--- config.mk ---
export PLATFORM = sky130hd
export DESIGN_NAME = stbs_search
export DESIGN_NICKNAME = d
export VERILOG_FILES = /design/src/hw/rtl/stbs_pkg.sv /design/src/hw/rtl/stbs_search.sv
export VERILOG_INCLUDE_DIRS = /design/src /design/src/hw/rtl
export SDC_FILE = /design/constraint.sdc
export NUM_CORES = 1
export LEC_CHECK = 0
export ABC_CLOCK_PERIOD_IN_PS = 14500
export BUFFER_PORTS_ARGS = -buffer_cell sky130_fd_sc_hd__buf_4
export CAP_MARGIN = 30
export CORE_ASPECT_RATIO = 0.75
export CORE_UTILIZATION = 60
export DETAILED_ROUTE_END_ITERATION = 8
export HOLD_SLACK_MARGIN = 0.02
export PLACE_DENSITY = 0.85
export SLEW_MARGIN = 20
export SYNTH_ARGS = -nofsm -noshare
export SYNTH_HDL_FRONTEND = slang
export SYNTH_SLANG_ARGS = --single-unit
--- constraint.sdc ---
create_clock -name clk -period 14.5 [get_ports clk]
set_input_delay 0.725 -clock clk [delete_from_list [all_inputs] [get_ports clk]]
set_output_delay 0.725 -clock clk [all_outputs]
set_load 0.1 [all_outputs]
--- src/hw/rtl/sorted_table_binary_search_unit_macros.svh ---
// assertion macros for the search unit rtl
`ifndef SORTED_TABLE_BINARY_SEARCH_UNIT_MACROS_SVH
`define SORTED_TABLE_BINARY_SEARCH_UNIT_MACROS_SVH

// checked on every clock edge outside reset
`define STBS_ASSERT(label, prop, msg) \
	label: assert property (@(posedge clk) disable iff (!arst_n) prop) \
	else $error(msg);

// checked on every clock edge, reset included
`define STBS_ASSERT_NR(label, prop, msg) \
	label: assert property (@(posedge clk) prop) \
	else $error(msg);

`endif

--- src/hw/rtl/stbs_pkg.sv ---
// shared types and constants of the sorted table search unit
package stbs_pkg;

	localparam int unsigned TABLE_DEPTH_DEF = 1024;
	localparam int unsigned VALUE_W = 32;
	localparam int unsigned COUNT_W = 11;
	localparam int unsigned INDEX_W = 10;

	localparam logic ACTION_WRITE  = 1'b0;
	localparam logic ACTION_SEARCH = 1'b1;

	typedef enum logic [1:0] {
		ST_IDLE,
		ST_CHECK,
		ST_FINISH
	} stbs_state_t;

	// search request handed from the front end to the controller
	typedef struct packed {
		logic               search_go;
		logic [VALUE_W-1:0] key;
	} stbs_req_t;

endpackage

--- src/hw/rtl/stbs_search.sv ---
// halving search controller: bounds, probe addresses and the result register
`include "sorted_table_binary_search_unit_macros.svh"

module stbs_search import stbs_pkg::*; #(
	parameter int unsigned TABLE_DEPTH = TABLE_DEPTH_DEF
) (
	input  logic                                              clk,
	input  logic                                              arst_n,
	input  stbs_req_t                                         req,
	input  logic [$clog2(TABLE_DEPTH+1)-1:0]                  eff_count,
	output logic                                              in_ready,
	output logic                                              rd_en,
	output logic [(TABLE_DEPTH > 1 ? $clog2(TABLE_DEPTH) : 1)-1:0] rd_addr,
	input  logic [VALUE_W-1:0]                                rd_data,
	output logic                                              out_valid,
	input  logic                                              out_ready,
	output logic                                              found
);

	localparam int unsigned AW = (TABLE_DEPTH > 1) ? $clog2(TABLE_DEPTH) : 1;
	localparam int unsigned BW = $clog2(TABLE_DEPTH + 1);

	stbs_state_t state_q, state_d;

	logic [BW-1:0]      low_q, high_q, mid_q;
	logic [VALUE_W-1:0] key_q;
	logic               hit_q;
	logic               out_valid_q, found_q;

	logic          rd_eq, rd_lt;
	logic [BW-1:0] nlow, nhigh, nmid, init_mid;
	logic          more;
	logic          out_load;

	// compare the probed entry and narrow the half-open range
	always_comb begin
		rd_eq    = (rd_data == key_q);
		rd_lt    = ($signed(rd_data) < $signed(key_q));
		nlow     = rd_lt ? (mid_q + BW'(1)) : low_q;
		nhigh    = rd_lt ? high_q : mid_q;
		nmid     = nlow + ((nhigh - nlow) >> 1);
		init_mid = eff_count >> 1;
		more     = !rd_eq && (nlow < nhigh);
	end

	always_comb begin
		state_d = state_q;
		case (state_q)
			ST_IDLE: begin
				if (req.search_go) begin
					state_d = (eff_count == '0) ? ST_FINISH : ST_CHECK;
				end
			end
			ST_CHECK: begin
				if (!more) begin
					state_d = ST_FINISH;
				end
			end
			ST_FINISH: begin
				if (!out_valid_q || out_ready) begin
					state_d = ST_IDLE;
				end
			end
			default: begin
				state_d = ST_IDLE;
			end
		endcase
	end

	always_comb begin
		in_ready = 1'b0;
		rd_en    = 1'b0;
		rd_addr  = init_mid[AW-1:0];
		out_load = 1'b0;
		case (state_q)
			ST_IDLE: begin
				in_ready = 1'b1;
				rd_en    = req.search_go && (eff_count != '0);
				rd_addr  = init_mid[AW-1:0];
			end
			ST_CHECK: begin
				rd_en   = more;
				rd_addr = nmid[AW-1:0];
			end
			ST_FINISH: begin
				out_load = !out_valid_q || out_ready;
			end
			default: begin
				in_ready = 1'b0;
			end
		endcase
	end

	always_ff @(posedge clk or negedge arst_n) begin
		if (!arst_n) begin
			state_q     <= ST_IDLE;
			out_valid_q <= 1'b0;
		end else begin
			state_q <= state_d;
			if (out_load) begin
				out_valid_q <= 1'b1;
			end else if (out_ready) begin
				out_valid_q <= 1'b0;
			end
		end
	end

	always_ff @(posedge clk) begin
		if (state_q == ST_IDLE && req.search_go) begin
			key_q  <= req.key;
			low_q  <= '0;
			high_q <= eff_count;
			mid_q  <= init_mid;
			hit_q  <= 1'b0;
		end else if (state_q == ST_CHECK) begin
			low_q  <= nlow;
			high_q <= nhigh;
			mid_q  <= nmid;
			hit_q  <= rd_eq;
		end
		if (out_load) begin
			found_q <= hit_q;
		end
	end

	assign out_valid = out_valid_q;
	assign found     = found_q;

	`STBS_ASSERT(a_probe_in_range, (state_q == ST_CHECK) |-> (low_q <= mid_q && mid_q < high_q), "probe outside search range")
	`STBS_ASSERT(a_bound_in_table, (state_q == ST_CHECK) |-> (high_q <= BW'(TABLE_DEPTH)), "upper bound past table")
	`STBS_ASSERT(a_range_shrinks, (state_q == ST_CHECK && $past(state_q) == ST_CHECK) |-> ((high_q - low_q) < $past(high_q - low_q)), "search range did not shrink")
	`STBS_ASSERT(a_result_held, (state_q == ST_FINISH && out_valid_q && !out_ready) |=> (state_q == ST_FINISH && out_valid_q), "pending result overwritten")
	`STBS_ASSERT_NR(a_reset_idle, !arst_n |-> (state_q == ST_IDLE && !out_valid_q), "not idle in reset")

endmodule

* Word-level counts from Yosys, hierarchy flattened *
Index checks and enable logic that the tools add are counted.
Widths: inputs -> output; s select.

storage, ports and cells
  flip-flop bits (word level) = 70
  latch bits = 0
  bits in writable memories = 0
  bits in read-only memories = 0
  input port bits = 79
  output and inout bits = 14
  word-level logic and storage cells = 49
  memories kept = 0

cells by class
  add/subtract/negate cells = 3
  multipliers = 0
  divide/modulo/power cells = 0
  $lt $le $gt $ge = 2
  equality and inequality tests = 6
  shift-type cells = 0
  muxes and demuxes = 17
  bitwise gates (word level) = 0
  reduce and logical (&&, ||, !) cells = 12

operators by type and width
  kind                   count
  $mux 11                4
  $eq 32x32->1           1
  $lt 32x32->1           1
  $mux 10                3
  $add 11x1->11 const B  1
  $add 11x10->11         1
  $logic_not 11->1       1
  $lt 11x11->1           1
  $reduce_bool 11->1     1
  $sub 11x11->11         1
  $mux 2                 4
  $ne 2x2->1 const B     3
  $pmux 2 s3             1
  $mux 1                 4
  $reduce_bool 2->1      2
  $logic_and 1x1->1      3
  $reduce_and 3->1       1
  $eq 2x1->1 const B     1
  $eq 2x2->1 const B     1
  $logic_not 1->1        2
  $logic_not 2->1        1
  $pmux 1 s2             1
  $logic_or 1x1->1       1

* Depth between registers and ports, before layout *
  depth in word-level cells = 6
  mapped depth = 30
  mapped depth without buffers = 26

* Worst setup path after synthesis *
No wires, ideal clock.

  path type = in2out
  from = input rd_data[5]
  to = output rd_addr[8] (netlist name)
  arrival = 7562 ps
  required time = 13775 ps
  setup slack = 6213 ps
  stages = 27
  path buffers = 4
  path through = ha_1 -> a21oi_1 -> o21ai_1 -> a221o_1 -> o31ai_2 -> a31o_4 -> buf_6 -> buf_6 -> clkbuf_1 -> buf_1 -> a21oi_1 -> ha_1 -> nor3_1 -> inv_1 -> a311oi_2 -> a211oi_2 -> o21bai_1 -> a21oi_1 -> o21bai_1 -> a32o_1 -> o31ai_1 -> xor2_1 -> ha_1 -> inv_1 -> o21a_1 -> or3_1 -> a31oi_1

between the ends
  word-level cells in the longest chain between the ends = 5
  elaborated cells on any way between the ends = 6
  those cells by class = add/sub (2); order compare (1); mux (3)

ends and longest elaborated chain
  item               RTL line           text
  from (decl)        stbs_search.sv:14  input logic [VALUE_W-1:0] rd_data,
  $lt 32x32->1 *     stbs_search.sv:38  rd_lt = ($signed(rd_data) < $signed(key_q));
  $mux 11 *          stbs_search.sv:39  nlow = rd_lt ? (mid_q + BW'(1)) : low_q;
  named net nlow[0]  stbs_search.sv:31  logic [BW-1:0] nlow, nhigh, nmid, init_mid;
  $sub 11x11->11     stbs_search.sv:41  nmid = nlow + ((nhigh - nlow) >> 1);
  $add 11x10->11 *   stbs_search.sv:41
  $mux 10 *          stbs_search.sv:75  case (state_q)
  to (decl)          stbs_search.sv:13  output logic [(TABLE_DEPTH > 1 ? $clog2(TABLE_DEPTH) : 1)-1:0] rd_addr,

Mark *: on every way through the listed nets, which the timed path passes. The rest lies on a longest branch.

* Worst setup path after layout *
  from = input rd_data[19]
  to = output rd_addr[9] (netlist name)

The elaborated chain is that of the path after synthesis.

==> results.txt <==
CTS tree = done
Worst Tran Pin Value = 0.9587 ns
Crit path largest cell delay = 0.61 ns
Starting Density = 61.89%
fraction of registers with async set/reset = 4.286%
most frequent cells in the layout = buf_4, nand2_1, inv_1
initial antenna violation count = 0
CP delay by family, top = compound AO/OA/AOI/OAI gates
hold_buf cts = 0
Worst EP arrival = 6.93 ns
slew margin rel. = 35.93%
first-pass GRT wire length = 23.12 mm
maxcap violations = 0
Overflow after GRT = 0
CP Launch Type = input pin
CTS root buf = clkbuf_16
unrepaired setup endpoints after global routing = no
Worst-Skew Late Latency = 0.33 ns
Chip Width = 110.1 µm
routed wire length = 14.24 mm
crit path max-delay cell type = a31o_4
gr usage total = 33.29%
Seq/Total Area, Yosys = 37.24%
Max Fclk = 0.1306 GHz
Max Transition Viols Final = 0
number of detailed-route iterations in the first pass = 5
synth warn = 0
vias = 4,758
Setup crit end kind = output pin
Mapped Nets = 699
WP buf/inv = 3
Place WS = 6.989 ns
Ant. Diodes = 0
fin nets = 785
Post-synth EDFFs = 54
Fin. Hold Viols = 0
Tcrit/Tclk final = 52.82%
outcome = finished, final reports clean
fin worst setup slack = 6.841 ns
fill count = 591
maximum net fanout on the critical path = 47
DRC violations left = 0
Total Neg Setup Slack = 0 ns
share of cells above drive strength 1 = 21.70%
Detailed Place HPWL = 10.58 mm
reg-to-reg slack, setup = 8.09 ns
Min Clock Period, post-route = 7.659 ns
area of the multi-input gates = 0.002995 mm²
CTS Buf Count = 9
clock buffer depth = 2
Via density = 6.203
register bit count reported by yosys = 70
most frequent CP cell = ha_1
Rows = 29
Final Instance Area = 0.006362 mm²
Clock H-tree levels = 3
syn avg cell area = 9.252 µm²
Worst Hold Class = in2async
Layout area overhead = 21.07%
largest net degree at the start of global routing = 48
die height = 83.05 µm
CORE AREA = 0.008491 mm²
Post-CTS Resized = 0
placed inst area = 0.006007 mm²
die area = 0.009141 mm²
detail-routed net length per standard cell = 18.56 µm
Final ANT Viol Nets = 0
post-synthesis cell count = 568
Worst-path clk slew = 0.06 ns
Most used DFF post-synth = edfxtp_1
register area = 0.001957 mm²
vias in the first global route = 4,649
Worst Clk Skew = 0.004987 ns
IO Count = 93
Netlist cell types = 69
Clock Sink Count = 70
Mapped Area = 0.005255 mm²
CP Class = in2out
GP Congestion = 0.9327
Setup-failing EPs final = 0
setup bufs post-CTS = 0
port bufs = 92
commonest non-fill, non-tap cell in the layout = buf_4
1st-iter DRT viols = 468
Crit path required time = 13.78 ns
## area by class of cell
cell class                      instances  share of cell area (%)
Clock buffer                            9                   3.540
Clock inverter                          7                   1.613
Multi-Input combinational cell        422                   47.08
Tap cell                              108                   2.124
Inverter                               55                   3.245
Timing Repair Buffer                   96                   11.64
Sequential cell                        70                   30.76
## final timing paths
kind,startpoint,endpoint,depth (start not counted)
min,arst_n,state_q[0],1
max reg2reg,key_q[19],mid_q[7],25
min reg2reg,low_q[9],low_q[9],2
max,rd_data[19],rd_addr[9],26
max in group asynchronous,arst_n,out_valid,1
min in group clk,low_q[9],low_q[9],2
## state kept, by name, indices dropped and copies added (netlist names)
signal     cells
found          1
mid_q         11
hit_q          1
state_q        2
out_valid      1
high_q        11
low_q         11
key_q         32
## per-layer routing
layer  routed length [µm]  global-route usage [%]  vias up
met5                    0                       0        -
met3                 1522                   9.105       44
met1                 5809                   44.60     2236
met2                 6528                   51.48      271
li1                     -                       -     2207
met4                  376                   11.76        0
## through the flow
stage	util, %	hold slack (ns)	cells
3_5_place_dp	70.75	0.4222	750
2_1_floorplan	-	0.4081	568
4_1_cts	74.61	0.1668	766
5_1_grt	74.93	0.1577	767
3_3_place_gp	70.75	0.4267	750
6_report	74.93	0.1648	767
## worst reg2reg max path, delay by kind of cell (launching register included)
family                   cells  cell delay [ns]
XOR/XNOR                     2             0.44
AO/OA/AOI/OAI               13             3.39
flip-flops                   1             0.33
adder cells (fa/ha/maj)      3             0.89
buffers and inverters        3             0.27
AND/OR/NAND/NOR              4             0.83
## synth_stat cells (4+ instances only)
cell type / n / area, µm²
a21o_1: 10 / 75.07
a21oi_1: 32 / 160.2
a31oi_1: 8 / 50.05
and3_1: 8 / 50.05
clkbuf_1: 14 / 52.55
dfxtp_1: 13 / 260.3
edfxtp_1: 54 / 1622
ha_1: 50 / 625.6
inv_1: 55 / 206.5
mux2_2: 8 / 90.09
mux2i_1: 8 / 80.08
nand2_1: 60 / 225.2
nand2b_1: 7 / 43.79
nand3_1: 17 / 85.08
nand4_1: 5 / 31.28
nor2_1: 53 / 198.9
nor2b_1: 4 / 25.02
nor3_1: 9 / 45.04
o21a_1: 4 / 30.03
o21ai_0: 33 / 165.2
o21ai_1: 7 / 35.03
xnor2_1: 20 / 175.2
xor2_1: 16 / 140.1
## cells by family after synthesis
logic type | after synthesis | share of synthesized area (%)
DFF | 70 | 37.24
xor gates and xnor gates | 36 | 6.000
AOI/OAI and AO/OA | 133 | 17.43
muxes | 20 | 4.286
adders and majority gates | 52 | 12.67
buffers and inverters | 76 | 5.762
and+or+nand+nor | 181 | 16.62
Power is left out: the tool's default activity adds up to more than one toggle a clock period on the data nets, which glitch-free logic cannot reach.
